==> config.mk <==
export PLATFORM = sky130hd
export DESIGN_NAME = kli_frac_div
export DESIGN_NICKNAME = d
export VERILOG_FILES = /design/src/rtl/kli_pkg.sv /design/src/rtl/kli_frac_div.sv
export SDC_FILE = /design/constraint.sdc
export NUM_CORES = 1
export LEC_CHECK = 0
export BUFFER_PORTS_ARGS = -buffer_cell sky130_fd_sc_hd__buf_2
export CAP_MARGIN = 20
export CORE_MARGIN = 8
export CORE_UTILIZATION = 40
export CTS_BUF_LIST = sky130_fd_sc_hd__clkbuf_4 sky130_fd_sc_hd__clkbuf_8
export CTS_CLUSTER_DIAMETER = 80
export DETAILED_ROUTE_END_ITERATION = 8
export GPL_TIMING_DRIVEN = 0
export PLACE_DENSITY = 0.57
export SYNTH_ARGS = -nofsm -noshare
export SYNTH_HDL_FRONTEND = slang
export SYNTH_SLANG_ARGS = --single-unit
==> constraint.sdc <==
create_clock -name clk -period 5.67 [get_ports clk]
set_input_delay 1.134 -clock clk [delete_from_list [all_inputs] [get_ports clk]]
set_output_delay 1.134 -clock clk [all_outputs]
set_load 0.05 [all_outputs]
==> src/rtl/kli_pkg.sv <==
// kli_pkg: shared types, command codes and sequencer states of the
// keyframe linear interpolator; no dependencies
package kli_pkg;

  localparam int MAX_KEYS_DEF = 128;
  localparam int DATA_W       = 32;
  localparam int FRAC_W       = 16;

  typedef enum logic [1:0] {
    CMD_CLEAR = 2'd0,
    CMD_ADD   = 2'd1,
    CMD_QUERY = 2'd2
  } cmd_t;

  typedef enum logic [3:0] {
    S_IDLE,
    S_FIRST,
    S_LAST,
    S_SCAN,
    S_CHECK,
    S_DIV,
    S_MUL,
    S_ADD,
    S_OUT
  } state_t;

  typedef struct packed {
    logic signed [DATA_W-1:0] kt;
    logic signed [DATA_W-1:0] kv;
  } key_t;

endpackage

==> src/rtl/kli_frac_div.sv <==
// kli_frac_div: restoring divider, one quotient bit per cycle,
// gives floor(num * 2^FRAC_W / den) for num < den; depends on kli_pkg
module kli_frac_div import kli_pkg::*; (
  input  logic              clk,
  input  logic              rst_n,
  input  logic              start,
  input  logic [DATA_W-1:0] num,
  input  logic [DATA_W-1:0] den,
  output logic              done_r,
  output logic [FRAC_W-1:0] quo_r
);

  localparam int CNT_W = $clog2(FRAC_W + 1);

  logic              busy_r, busy_nxt;
  logic              done_nxt;
  logic [CNT_W-1:0]  cnt_r, cnt_nxt;
  logic [DATA_W-1:0] rem_r, rem_nxt;
  logic [DATA_W-1:0] den_r, den_nxt;
  logic [FRAC_W-1:0] quo_nxt;
  logic [DATA_W:0]   rem2;
  logic              take;

  assign rem2 = {rem_r, 1'b0};
  assign take = rem2 >= {1'b0, den_r};

  always_comb begin
    busy_nxt = busy_r;
    done_nxt = 1'b0;
    cnt_nxt  = cnt_r;
    rem_nxt  = rem_r;
    den_nxt  = den_r;
    quo_nxt  = quo_r;
    if (start) begin
      busy_nxt = 1'b1;
      cnt_nxt  = CNT_W'(FRAC_W);
      rem_nxt  = num;
      den_nxt  = den;
      quo_nxt  = '0;
    end else if (busy_r) begin
      rem_nxt = take ? DATA_W'(rem2 - {1'b0, den_r}) : rem2[DATA_W-1:0];
      quo_nxt = {quo_r[FRAC_W-2:0], take};
      cnt_nxt = cnt_r - CNT_W'(1);
      if (cnt_r == CNT_W'(1)) begin
        busy_nxt = 1'b0;
        done_nxt = 1'b1;
      end
    end
  end

  always_ff @(posedge clk) begin
    if (!rst_n) begin
      busy_r <= 1'b0;
      done_r <= 1'b0;
      cnt_r  <= '0;
    end else begin
      busy_r <= busy_nxt;
      done_r <= done_nxt;
      cnt_r  <= cnt_nxt;
    end
  end

  always_ff @(posedge clk) begin
    rem_r <= rem_nxt;
    den_r <= den_nxt;
    quo_r <= quo_nxt;
  end

endmodule

==> results of run 1 <==
final cells by class:
class | count | area (um^2)
inverter | 40 | 150.1
fill | 1270 | 6934
multi-input combinational | 397 | 2676
clock buffer | 9 | 123.9
clock inverter | 7 | 95.09
buffer | 21 | 87.58
timing repair buffer | 83 | 415.4
sequential | 87 | 2382
tap | 176 | 220.2
cell usage after synthesis, types with 3 or more instances:
| cell | n |
|---|---|
| o21ai_1 | 3 |
| ha_1 | 34 |
| mux2i_1 | 36 |
| nand4_1 | 5 |
| edfxtp_1 | 64 |
| nor2b_1 | 4 |
| nand3_1 | 13 |
| xnor2_1 | 18 |
| xor2_1 | 9 |
| a211oi_1 | 3 |
| a31oi_1 | 4 |
| dfxtp_1 | 23 |
| clkbuf_1 | 12 |
| nor2_1 | 49 |
| o21bai_1 | 3 |
| o21ai_0 | 39 |
| nand2_1 | 59 |
| nor4_1 | 3 |
| a21oi_1 | 32 |
| o211ai_1 | 7 |
| nand2b_1 | 4 |
| o21a_1 | 6 |
| buf_2 | 7 |
| inv_1 | 40 |
| and2_1 | 7 |
| a21o_1 | 11 |
| nor3_1 | 10 |
how the worst max path moves through the flow:
stage | start | endpoint | slack [ns] | depth (start not counted)
after CTS | start | rem_r[18] | 1.80 | 6
after floorplan | start | rem_r[0] | 2.65 | 5
after detailed placement | start | rem_r[16] | 1.37 | 6
after global placement | start | rem_r[13] | 0.95 | 6
after global routing | start | rem_r[14] | 1.65 | 6
final | start | rem_r[8] | 1.85 | 6
worst max-delay path, stage by stage:
cell,delay (ns)
buf_2,0.37
clkbuf_1,0.30
inv_1,0.15
clkbuf_1,0.48
clkbuf_1,0.61
nand2_2,0.68
registers in the layout, summed over array words and instances, names as in the netlist:
name / count
quo_r: 16
cnt_r: 5
rem_r: 32
done_r: 1
busy_r: 1
den_r: 32
cells in the final DEF (no fill, tap or decap), drive strengths merged, types with 6 or more instances in the layout:
master	n
buf	92
edfxtp	64
nand2	59
nor2	49
inv	45
o21ai	42
mux2i	36
ha	34
a21oi	33
dfxtp	23
clkbuf	21
xnor2	18
nand3	13
a21o	11
nor3	10
xor2	9
o211ai	7
and2	7
o21a	6
nand4	6
where the power goes:
group          switching (mW)  internal, mW  total (mW)
clock network           0.262         0.218       0.480
registers              0.0553         0.814       0.869
logic                   0.671         0.473        1.14
routing by layer:
metal / vias up / GRT usage (%) / share of wire, %
li1: 2152 / - / -
met1: 2001 / 20.72 / 47
met2: 95 / 27.08 / 46
met3: 9 / 5.317 / 6.1
met4: 0 / 4.862 / 1.0
met5: - / 0 / 0
stage by stage:
| stage | total power, mW | std cells | util (%) | area (um^2) |
|---|---|---|---|---|
| floorplan | 1.742 | 545 | - | 5294 |
| global placement | 1.998 | 804 | 45.31 | 5929 |
| detailed placement | 2.019 | 804 | 45.33 | 5932 |
| CTS | 2.507 | 820 | 47.01 | 6151 |
| global route | 2.679 | 820 | 47.01 | 6151 |
| finish | 2.493 | 820 | 47.01 | 6151 |
cells by family after synthesis:
logic type                 after synthesis
DFF                                     87
xor gates and xnor gates                27
buffers and inverters                   61
and+or+nand+nor                        168
AOI/OAI and AO/OA                      130
muxes                                   37
adders and majority gates               35
==> flow_metrics.py, run 1 <==
metrics = {
    "run_status": {
        "outcome": "completed",
    },
    "yosys": {
        "synth_compound_area_share_pct": 15.69,
        "ys.flop_type": "edfxtp_1",
        "synth_xor_area_share_pct": 4.467,
        "synthesis.nets": 647,
        "ys_ff_latch": 87,
        "syn_area_per_cell_um2": 9.713,
        "ys_seq_area_share_pct": 45.00,
        "synthSimpleGateAreaFrac_pct": 14.91,
        "synth.area.top_cells": "edfxtp_1 36%, dfxtp_1 8.7%, ha_1 8.0%",
        "muxShareOfSynthArea_pct": 7.020,
        "yosysTopAreaCellShare_pct": 36.30,
        "synthArstFlopShare_pct": 0,
        "synth_adder_area_share_pct": 8.414,
        "yosys.area.top_type": "edfxtp_1",
        "synthCells": 545,
        "yosys_warnings": 0,
        "synthesis.area_mm2": 0.005294,
        "synth_edf_count": 64,
        "synth_cell_type_count": 59,
        "synth_top_family_by_area": "compound AO/OA/AOI/OAI gates",
    },
    "hold_path": {
        "holdCritPathClass": "flop to flop",
        "hold_depth": 2,
        "min_from": "cnt_r[1]",
        "min_to": "cnt_r[1]",
    },
    "global_routing": {
        "grt_pass1_vias": 4427,
        "grt_max_degree": 34,
        "grt_pass1_wl_um": 21910,
        "antenna_found_initial": 0,
        "grt_overflow_total": 0,
        "grt_util_all_layers_pct": 16.66,
    },
    "sta": {
        "setup_viol": 0,
        "period_minus_slack_ns": 3.824,
        "setup_slack_ns": 1.846,
        "period_share_pct": 67.44,
        "max_slew_margin_pct": 42.65,
        "hold_viol_final": 0,
        "worst_slew_pin_slew_ns": 0.8572,
        "fmax_mhz": 261.5,
        "fin_hold_ws_ns": 0.5055,
        "rsz0062_at_grt": "no",
        "fin_skew_ns": 0.01571,
        "maxSlewViolCount": 0,
        "setup_tns_ns": 0,
    },
    "place": {
        "io_buffers": 83,
        "dpl.hpwl_um": 10110,
        "gp_congestion": 0.8721,
        "place_ws_ns": 1.371,
    },
    "route": {
        "postRouteAntennaNets": 0,
        "drt-initial-drc-count": 249,
        "vias": 4257,
        "wl_per_cell_um": 16.47,
        "drc_errors": 0,
        "via_per_inst": 5.191,
        "dr.pass1.iters": 5,
        "routed_wirelength_um": 13500,
    },
    "pwr": {
        "powerDensity_mw_per_mm2": 405.3,
        "leakagePower_nw": 2.686,
        "ir_drop_mv": 0.1841,
    },
    "critical_path": {
        "end_kind": "flop",
        "crit_arrival_ns": 3.76,
        "r2r_start": "rem_r[25]",
        "r2r_setup_slack_ns": 2.19,
        "critical_path_class": "primary input to flop",
        "reg2reg_depth": 10,
        "crit_required_ns": 5.60,
        "rr_endpoint": "rem_r[12]",
        "worst-path-max-fanout": 33,
        "startpoint_type": "primary input",
    },
    "cts": {
        "numCtsBuffers": 9,
        "cts-root-buf": "clkbuf_8",
        "hold_buffers": 0,
        "cts_setup_buffers": 0,
        "cts.sinks": 87,
        "htree_levels": 3,
        "clk_pin_slew_ns": 0.10,
        "post_cts_resized": 0,
        "cts_tree": "yes",
        "clockBufferDepth": 2,
        "clock_latency_ns": 0.39,
    },
    "job": {
        "maxCapViolCount": 0,
    },
    "final_layout": {
        "syn_to_final_growth_pct": 16.19,
        "antennaDiodeCount": 0,
        "drive_gt1_share_pct": 18.17,
        "fin_nets": 741,
    },
    "floorplan": {
        "num_rows": 42,
        "dieArea_mm2": 0.01717,
        "ios": 84,
        "start_util_pct": 40.46,
        "die_x_um": 131.0,
        "coreArea_mm2": 0.01309,
        "die_h_um": 131.0,
    },
}
(Power assumes the default switching activity.)
==> run 2: changes to the inputs <==
--- a/config.mk
+++ b/config.mk
@@ -5,6 +5,7 @@
 export SDC_FILE = /design/constraint.sdc
 export NUM_CORES = 1
 export LEC_CHECK = 0
+export ABC_AREA = 1
 export BUFFER_PORTS_ARGS = -buffer_cell sky130_fd_sc_hd__buf_2
 export CAP_MARGIN = 20
 export CORE_MARGIN = 8
@@ -13,7 +14,7 @@
 export CTS_CLUSTER_DIAMETER = 80
 export DETAILED_ROUTE_END_ITERATION = 8
 export GPL_TIMING_DRIVEN = 0
-export PLACE_DENSITY = 0.57
+export PLACE_DENSITY = 0.56
 export SYNTH_ARGS = -nofsm -noshare
 export SYNTH_HDL_FRONTEND = slang
 export SYNTH_SLANG_ARGS = --single-unit
==> constraint.sdc (replaced) <==
create_clock -name clk -period 3.88 [get_ports clk]
set_input_delay 0.776 -clock clk [delete_from_list [all_inputs] [get_ports clk]]
set_output_delay 0.776 -clock clk [all_outputs]
set_load 0.05 [all_outputs]
==> flow_metrics.py, run 2 <==
metrics = {
    "critical_path": {
        "crit_required_ns": 3.97,
        "crit_arrival_ns": 3.12,
        "rr_endpoint": "rem_r[20]",
        "crit_start": "start",
        "end_kind": "flop",
        "r2r_start": "rem_r[18]",
        "startpoint_type": "primary input",
        "critical_path_class": "primary input to flop",
        "worst-path-max-fanout": 33,
        "cp-endpoint": "rem_r[14]",
        "r2r_setup_slack_ns": 1.30,
        "reg2reg_depth": 13,
    },
    "pwr": {
        "clkPwrFrac_pct": 21.2,
        "total_power_mw": 3.563,
        "powerDensity_mw_per_mm2": 490.6,
        "switchingPower_mw": 1.430,
        "leakagePower_nw": 3.858,
        "ir_drop_mv": 0.1823,
        "seqPwrFrac_pct": 33.5,
        "swShare_pct": 40.14,
        "internal_power_mw": 2.133,
        "p_comb_share_pct": 45.3,
    },
    "yosys": {
        "synth_cell_type_count": 40,
        "synthArstFlopShare_pct": 0,
        "syn_area_per_cell_um2": 6.958,
        "synth_common_cells": "334 x nand2_1, 181 x inv_1, 72 x nand3_1",
        "ys_ff_latch": 87,
        "yosysMostFrequentCell": "nand2_1",
        "ys.flop_type": "edfxtp_1",
        "yosysTopAreaCellShare_pct": 30.45,
        "synth_xor_area_share_pct": 2.082,
        "synth_edf_count": 64,
        "synthesis.area_mm2": 0.006311,
        "synthCells": 907,
        "synth_top_family_by_area": "simple AND/OR/NAND/NOR gates",
        "synth_compound_area_share_pct": 4.461,
        "synthesis.nets": 1009,
        "synthSimpleGateAreaFrac_pct": 35.69,
        "yosys_warnings": 0,
        "ys_seq_area_share_pct": 37.75,
        "synth.area.top_cells": "edfxtp_1 30%, nand2_1 20%, inv_1 11%",
        "synth_adder_area_share_pct": 7.058,
        "muxShareOfSynthArea_pct": 0,
        "yosys.area.top_type": "edfxtp_1",
    },
    "place": {
        "gp_congestion": 0.9243,
        "dpl.hpwl_um": 14390,
        "io_buffers": 83,
        "dp_cells": 1207,
        "place_ws_ns": 0.3699,
    },
    "sta": {
        "setup_slack_ns": 0.8497,
        "hold_viol_final": 0,
        "setup_viol": 0,
        "setup_tns_ns": 0,
        "maxSlewViolCount": 0,
        "period_minus_slack_ns": 3.030,
        "fmax_mhz": 330.0,
        "fin_skew_ns": 0.007819,
        "max_slew_margin_pct": 43.40,
        "rsz0062_at_grt": "no",
        "worst_slew_pin_slew_ns": 0.8490,
        "period_share_pct": 78.10,
    },
    "cts": {
        "cts.sinks": 87,
        "clk_pin_slew_ns": 0.09,
        "htree_levels": 3,
        "hold_buffers": 0,
        "cts-root-buf": "clkbuf_8",
        "cts_setup_buffers": 0,
        "clockBufferDepth": 2,
        "numCtsBuffers": 9,
        "cts_tree": "yes",
        "post_cts_resized": 0,
        "clock_latency_ns": 0.38,
    },
    "final_layout": {
        "syn_to_final_growth_pct": 15.07,
        "fill_cells": 1709,
        "final_cell_mix": "334 x nand2_1, 181 x inv_1, 86 x buf_2",
        "antennaDiodeCount": 0,
        "drive_gt1_share_pct": 13.11,
        "fin_nets": 1104,
        "top_regs": "den_r x32, rem_r x32, quo_r x16",
        "mostFrequentLayoutCell": "nand2_1",
        "layout.cells.non_filler": 1223,
    },
    "route": {
        "via_per_inst": 4.670,
        "postRouteAntennaNets": 0,
        "vias": 5712,
        "wl_per_cell_um": 14.53,
        "routed_wirelength_um": 17770,
        "drt-initial-drc-count": 363,
        "dr.pass1.iters": 6,
        "drc_errors": 0,
    },
    "hold_path": {
        "holdCritPathClass": "flop to flop",
    },
    "floorplan": {
        "num_rows": 46,
        "die_h_um": 141.6,
        "coreArea_mm2": 0.01566,
        "ios": 84,
        "die_x_um": 141.6,
        "dieArea_mm2": 0.02005,
        "start_util_pct": 40.31,
    },
    "global_routing": {
        "grt_pass1_wl_um": 28990,
        "grt_overflow_total": 0,
        "grt_max_degree": 34,
        "antenna_found_initial": 0,
        "grt_pass1_vias": 5850,
        "grt_util_all_layers_pct": 18.44,
    },
    "run_status": {
        "outcome": "completed",
    },
    "job": {
        "maxCapViolCount": 0,
    },
}
==> run 2: worst min path at each step <==
stage | cells past startpoint | end | slack [ns] | start
2_1_floorplan | 2 | cnt_r[1] | 0.48 | cnt_r[1]
5_1_grt | 2 | quo_r[5] | 0.51 | quo_r[5]
6_report | 2 | quo_r[5] | 0.49 | quo_r[5]
4_1_cts | 2 | quo_r[0] | 0.49 | quo_r[0]
3_5_place_dp | 2 | quo_r[0] | 0.48 | quo_r[0]
3_3_place_gp | 2 | quo_r[15] | 0.47 | quo_r[15]
==> run 2: cell families (layout without fill, tap and decap cells) <==
logic type | after synthesis | count (layout)
adder cells (fa/ha/maj) | 35 | 35
flip-flops | 87 | 87
XOR/XNOR | 15 | 15
AND/OR/NAND/NOR | 517 | 517
buffers and inverters | 205 | 305
AO/OA/AOI/OAI | 48 | 48
==> run 2: layer usage <==
metal,GRT usage [%],vias to the layer above,wire length [um]
li1,-,3014,-
met1,23.55,2547,8474
met2,29.94,120,7880
met3,4.167,31,928
met4,6.614,0,484
met5,0,-,0
==> run 2: layout make-up <==
type / instances / area (um^2) / area share, %
Clock inverter: 4 / 77.57 / 1.068
Tap cell: 216 / 270.3 / 3.722
Sequential cell: 87 / 2382 / 32.80
Multi-Input combinational cell: 615 / 3110 / 42.83
Inverter: 186 / 698.2 / 9.614
Buffer: 19 / 121.4 / 1.671
Timing Repair Buffer: 84 / 442.9 / 6.099
Clock buffer: 12 / 158.9 / 2.188
==> run 2: worst max-delay path, cell delays in order <==
cell      delay [ns]
buf_2           0.64
clkbuf_1        0.33
inv_1           0.10
buf_2           0.21
nand2_1         0.25
clkbuf_2        0.54
buf_16          0.24
==> run 2: stage by stage <==
stage / utilization (%) / hold slack [ns] / area [um^2]
2_1_floorplan: - / 0.4755 / 6311
6_report: 46.39 / 0.4937 / 7262
3_3_place_gp: 44.69 / 0.4674 / 6997
4_1_cts: 46.39 / 0.4923 / 7262
3_5_place_dp: 44.88 / 0.4780 / 7025
5_1_grt: 46.39 / 0.5127 / 7262
==> run 2: power groups by stage <==
| stage | registers [mW] | logic, mW | clock network (mW) |
|---|---|---|---|
| floorplan | 1.20 | 1.19 | 0 |
| global placement | 1.21 | 1.60 | 0 |
| detailed placement | 1.21 | 1.61 | 0 |
| CTS | 1.19 | 1.62 | 0.780 |
| global route | 1.21 | 1.85 | 0.803 |
| finish | 1.19 | 1.61 | 0.755 |
==> run 3: changes to the inputs <==
--- a/config.mk
+++ b/config.mk
@@ -5,7 +5,7 @@
 export SDC_FILE = /design/constraint.sdc
 export NUM_CORES = 1
 export LEC_CHECK = 0
-export ABC_AREA = 1
+export ABC_AREA = 0
 export BUFFER_PORTS_ARGS = -buffer_cell sky130_fd_sc_hd__buf_2
 export CAP_MARGIN = 20
 export CORE_MARGIN = 8
@@ -14,7 +14,7 @@
 export CTS_CLUSTER_DIAMETER = 80
 export DETAILED_ROUTE_END_ITERATION = 8
 export GPL_TIMING_DRIVEN = 0
-export PLACE_DENSITY = 0.56
+export PLACE_DENSITY = 0.57
 export SYNTH_ARGS = -nofsm -noshare
 export SYNTH_HDL_FRONTEND = slang
 export SYNTH_SLANG_ARGS = --single-unit
==> constraint.sdc (replaced) <==
create_clock -name clk -period 2.9 [get_ports clk]
set_input_delay 0.58 -clock clk [delete_from_list [all_inputs] [get_ports clk]]
set_output_delay 0.58 -clock clk [all_outputs]
set_load 0.05 [all_outputs]
==> flow_metrics.py, run 3 (same netlist as run 1, synthesis figures left out) <==
metrics = {
    "final_layout": {
        "fin_util_pct": 50.85,
        "drive_gt1_share_pct": 26.55,
        "fin_nets": 760,
        "top_regs": "den_r x32, rem_r x32, quo_r x16",
        "fill_cells": 1225,
        "antennaDiodeCount": 0,
        "syn_to_final_growth_pct": 25.69,
        "mostFrequentLayoutCell": "buf_2",
        "multi_input_area_mm2": 0.002989,
        "seqCellArea_mm2": 0.002382,
        "final_cell_mix": "82 x buf_2, 64 x edfxtp_1, 56 x nand2_1",
    },
    "route": {
        "drc_errors": 0,
        "vias": 4384,
        "wl_per_cell_um": 16.88,
        "routed_wirelength_um": 14160,
        "drt-initial-drc-count": 266,
        "via_per_inst": 5.225,
        "postRouteAntennaNets": 0,
        "dr.pass1.iters": 4,
    },
    "critical_path": {
        "crit_arrival_ns": 3.10,
        "critPathMaxStageDelay_ns": 0.45,
        "startpoint_type": "flop",
        "worst-path-buf-inv": 0,
        "critical_path_class": "flop to flop",
        "critPathTopFamily": "compound AO/OA/AOI/OAI gates",
        "worst-path-max-fanout": 6,
        "cpMostUsedCell": "a21o_1",
        "end_kind": "flop",
        "crit_chain": "ha_4 -> a21o_1 -> a21o_1 -> a221o_1 -> o311ai_4 -> a31oi_4 -> a311oi_2 -> nor4_1 -> or3_1",
        "crit_path_top_delay_cell": "edfxtp_1",
        "crit_required_ns": 3.05,
    },
    "pwr": {
        "swShare_pct": 39.09,
        "seqPwrFrac_pct": 31.9,
        "ir_drop_mv": 0.3980,
        "switchingPower_mw": 2.119,
        "clkPwrFrac_pct": 17.4,
        "p_comb_share_pct": 50.8,
        "internal_power_mw": 3.303,
        "powerDensity_mw_per_mm2": 814.8,
        "leakagePower_nw": 2.807,
    },
    "sta": {
        "fin_skew_ns": 0.01361,
        "maxSlewViolCount": 0,
        "setup_slack_ns": -0.04675,
        "period_minus_slack_ns": 2.947,
        "period_share_pct": 101.6,
        "rsz0062_at_grt": "yes",
        "fmax_mhz": 339.4,
        "max_slew_margin_pct": 52.00,
        "setup_viol": 2,
        "worst_slew_pin_slew_ns": 0.7200,
        "hold_viol_final": 0,
    },
    "global_routing": {
        "grt_pass1_wl_um": 22470,
        "antenna_found_initial": 0,
        "grt_overflow_total": 0,
        "grt_pass1_vias": 4557,
        "grt_util_all_layers_pct": 17.07,
        "grt_max_degree": 34,
    },
    "cts": {
        "clock_latency_ns": 0.40,
        "hold_buffers": 0,
        "numCtsBuffers": 9,
        "clk_pin_slew_ns": 0.10,
        "cts.sinks": 87,
        "htree_levels": 3,
        "cts_tree": "yes",
        "cts-root-buf": "clkbuf_8",
        "clockBufferDepth": 2,
    },
    "floorplan": {
        "ios": 84,
        "coreArea_mm2": 0.01309,
        "die_x_um": 131.0,
        "start_util_pct": 40.46,
        "num_rows": 42,
        "die_h_um": 131.0,
        "dieArea_mm2": 0.01717,
    },
    "place": {
        "dpl.hpwl_um": 10110,
        "gp_congestion": 0.8721,
        "place_ws_ns": -0.8455,
        "io_buffers": 83,
    },
    "job": {
        "maxCapViolCount": 0,
    },
    "hold_path": {
        "holdCritPathClass": "primary input to flop",
    },
    "run_status": {
        "outcome": "finished with violations",
        "violations": "negative setup slack",
    },
}
==> run 3: cell count changes in the layout (fill, tap and decap cells not counted), moves of 11 or more <==
cell      change
nand2_1     -278
inv_1       -141
nand3_1      -61
mux2i_1      +35
o21ai_0      +30
nand3b_1     -25
buf_4        +22
ha_1         -16
o22ai_1      -14
ha_4         +12
a21o_1       +11
==> run 3: repair_timing <==
action | in CTS | in global routing
endpoints found under the hold margin | 0 | 0
setup buffers | 13 | 10
gates resized for setup | 40 | 37
endpoints found under the setup margin | 64 | 57
pin swaps | 12 | 19
==> run 3: cell type report <==
type,instances,area share (%)
Clock buffer,9,1.862
Multi-Input combinational cell,397,44.92
Clock inverter,7,1.429
Buffer,17,1.542
Sequential cell,87,35.80
Inverter,40,2.256
Timing Repair Buffer,106,8.876
Tap cell,176,3.310
==> run 3: worst register-to-register path, cell delays in order (launching register included) <==
cell and delay, ns:
edfxtp_1 0.45, ha_4 0.29, a21o_1 0.20, a21o_1 0.16, a221o_1 0.32, o311ai_4 0.29, a31oi_4 0.15, a311oi_2 0.35
nor4_1 0.10, or3_1 0.39
==> run 3: worst paths after layout <==
kind                   from  slack (ns)   endpoint  depth (start not counted)
setup / recovery  rem_r[17]       -0.05  rem_r[27]                          9
hold / removal      den[26]        0.35  den_r[26]                          1
setup reg to reg  rem_r[17]       -0.05  rem_r[27]                          9
hold reg to reg    cnt_r[1]        0.50   cnt_r[1]                          2
==> run 3: through the flow <==
stage | area, um^2 | total power, mW | cells | TNS [ns] | hold slack (ns)
after floorplan | 5294 | 3.406 | 545 | 0 | 0.4685
after global placement | 5929 | 3.906 | 804 | -48.24 | 0.4721
after detailed placement | 5932 | 3.948 | 804 | -36.00 | 0.4795
after CTS | 6400 | 5.141 | 831 | -0.05412 | 0.3326
after global routing | 6654 | 5.796 | 839 | -0.4100 | 0.3212
final | 6654 | 5.422 | 839 | -0.07796 | 0.3479
==> run 3: power groups by stage <==
stage | Clock (mW) | Sequential [mW] | Combinational (mW)
6_report | 0.941 | 1.73 | 2.75
5_1_grt | 1.02 | 1.75 | 3.02
4_1_cts | 0.969 | 1.71 | 2.47
3_5_place_dp | 0 | 1.73 | 2.22
3_3_place_gp | 0 | 1.72 | 2.19
2_1_floorplan | 0 | 1.70 | 1.70
==> run 3: metal layers <==
layer	GRT usage [%]	wire length, um	up-vias
met4	5.469	180	0
li1	-	-	2184
met1	20.75	6380	2076
met3	5.519	923	18
met2	28.05	6679	106
met5	0	0	-
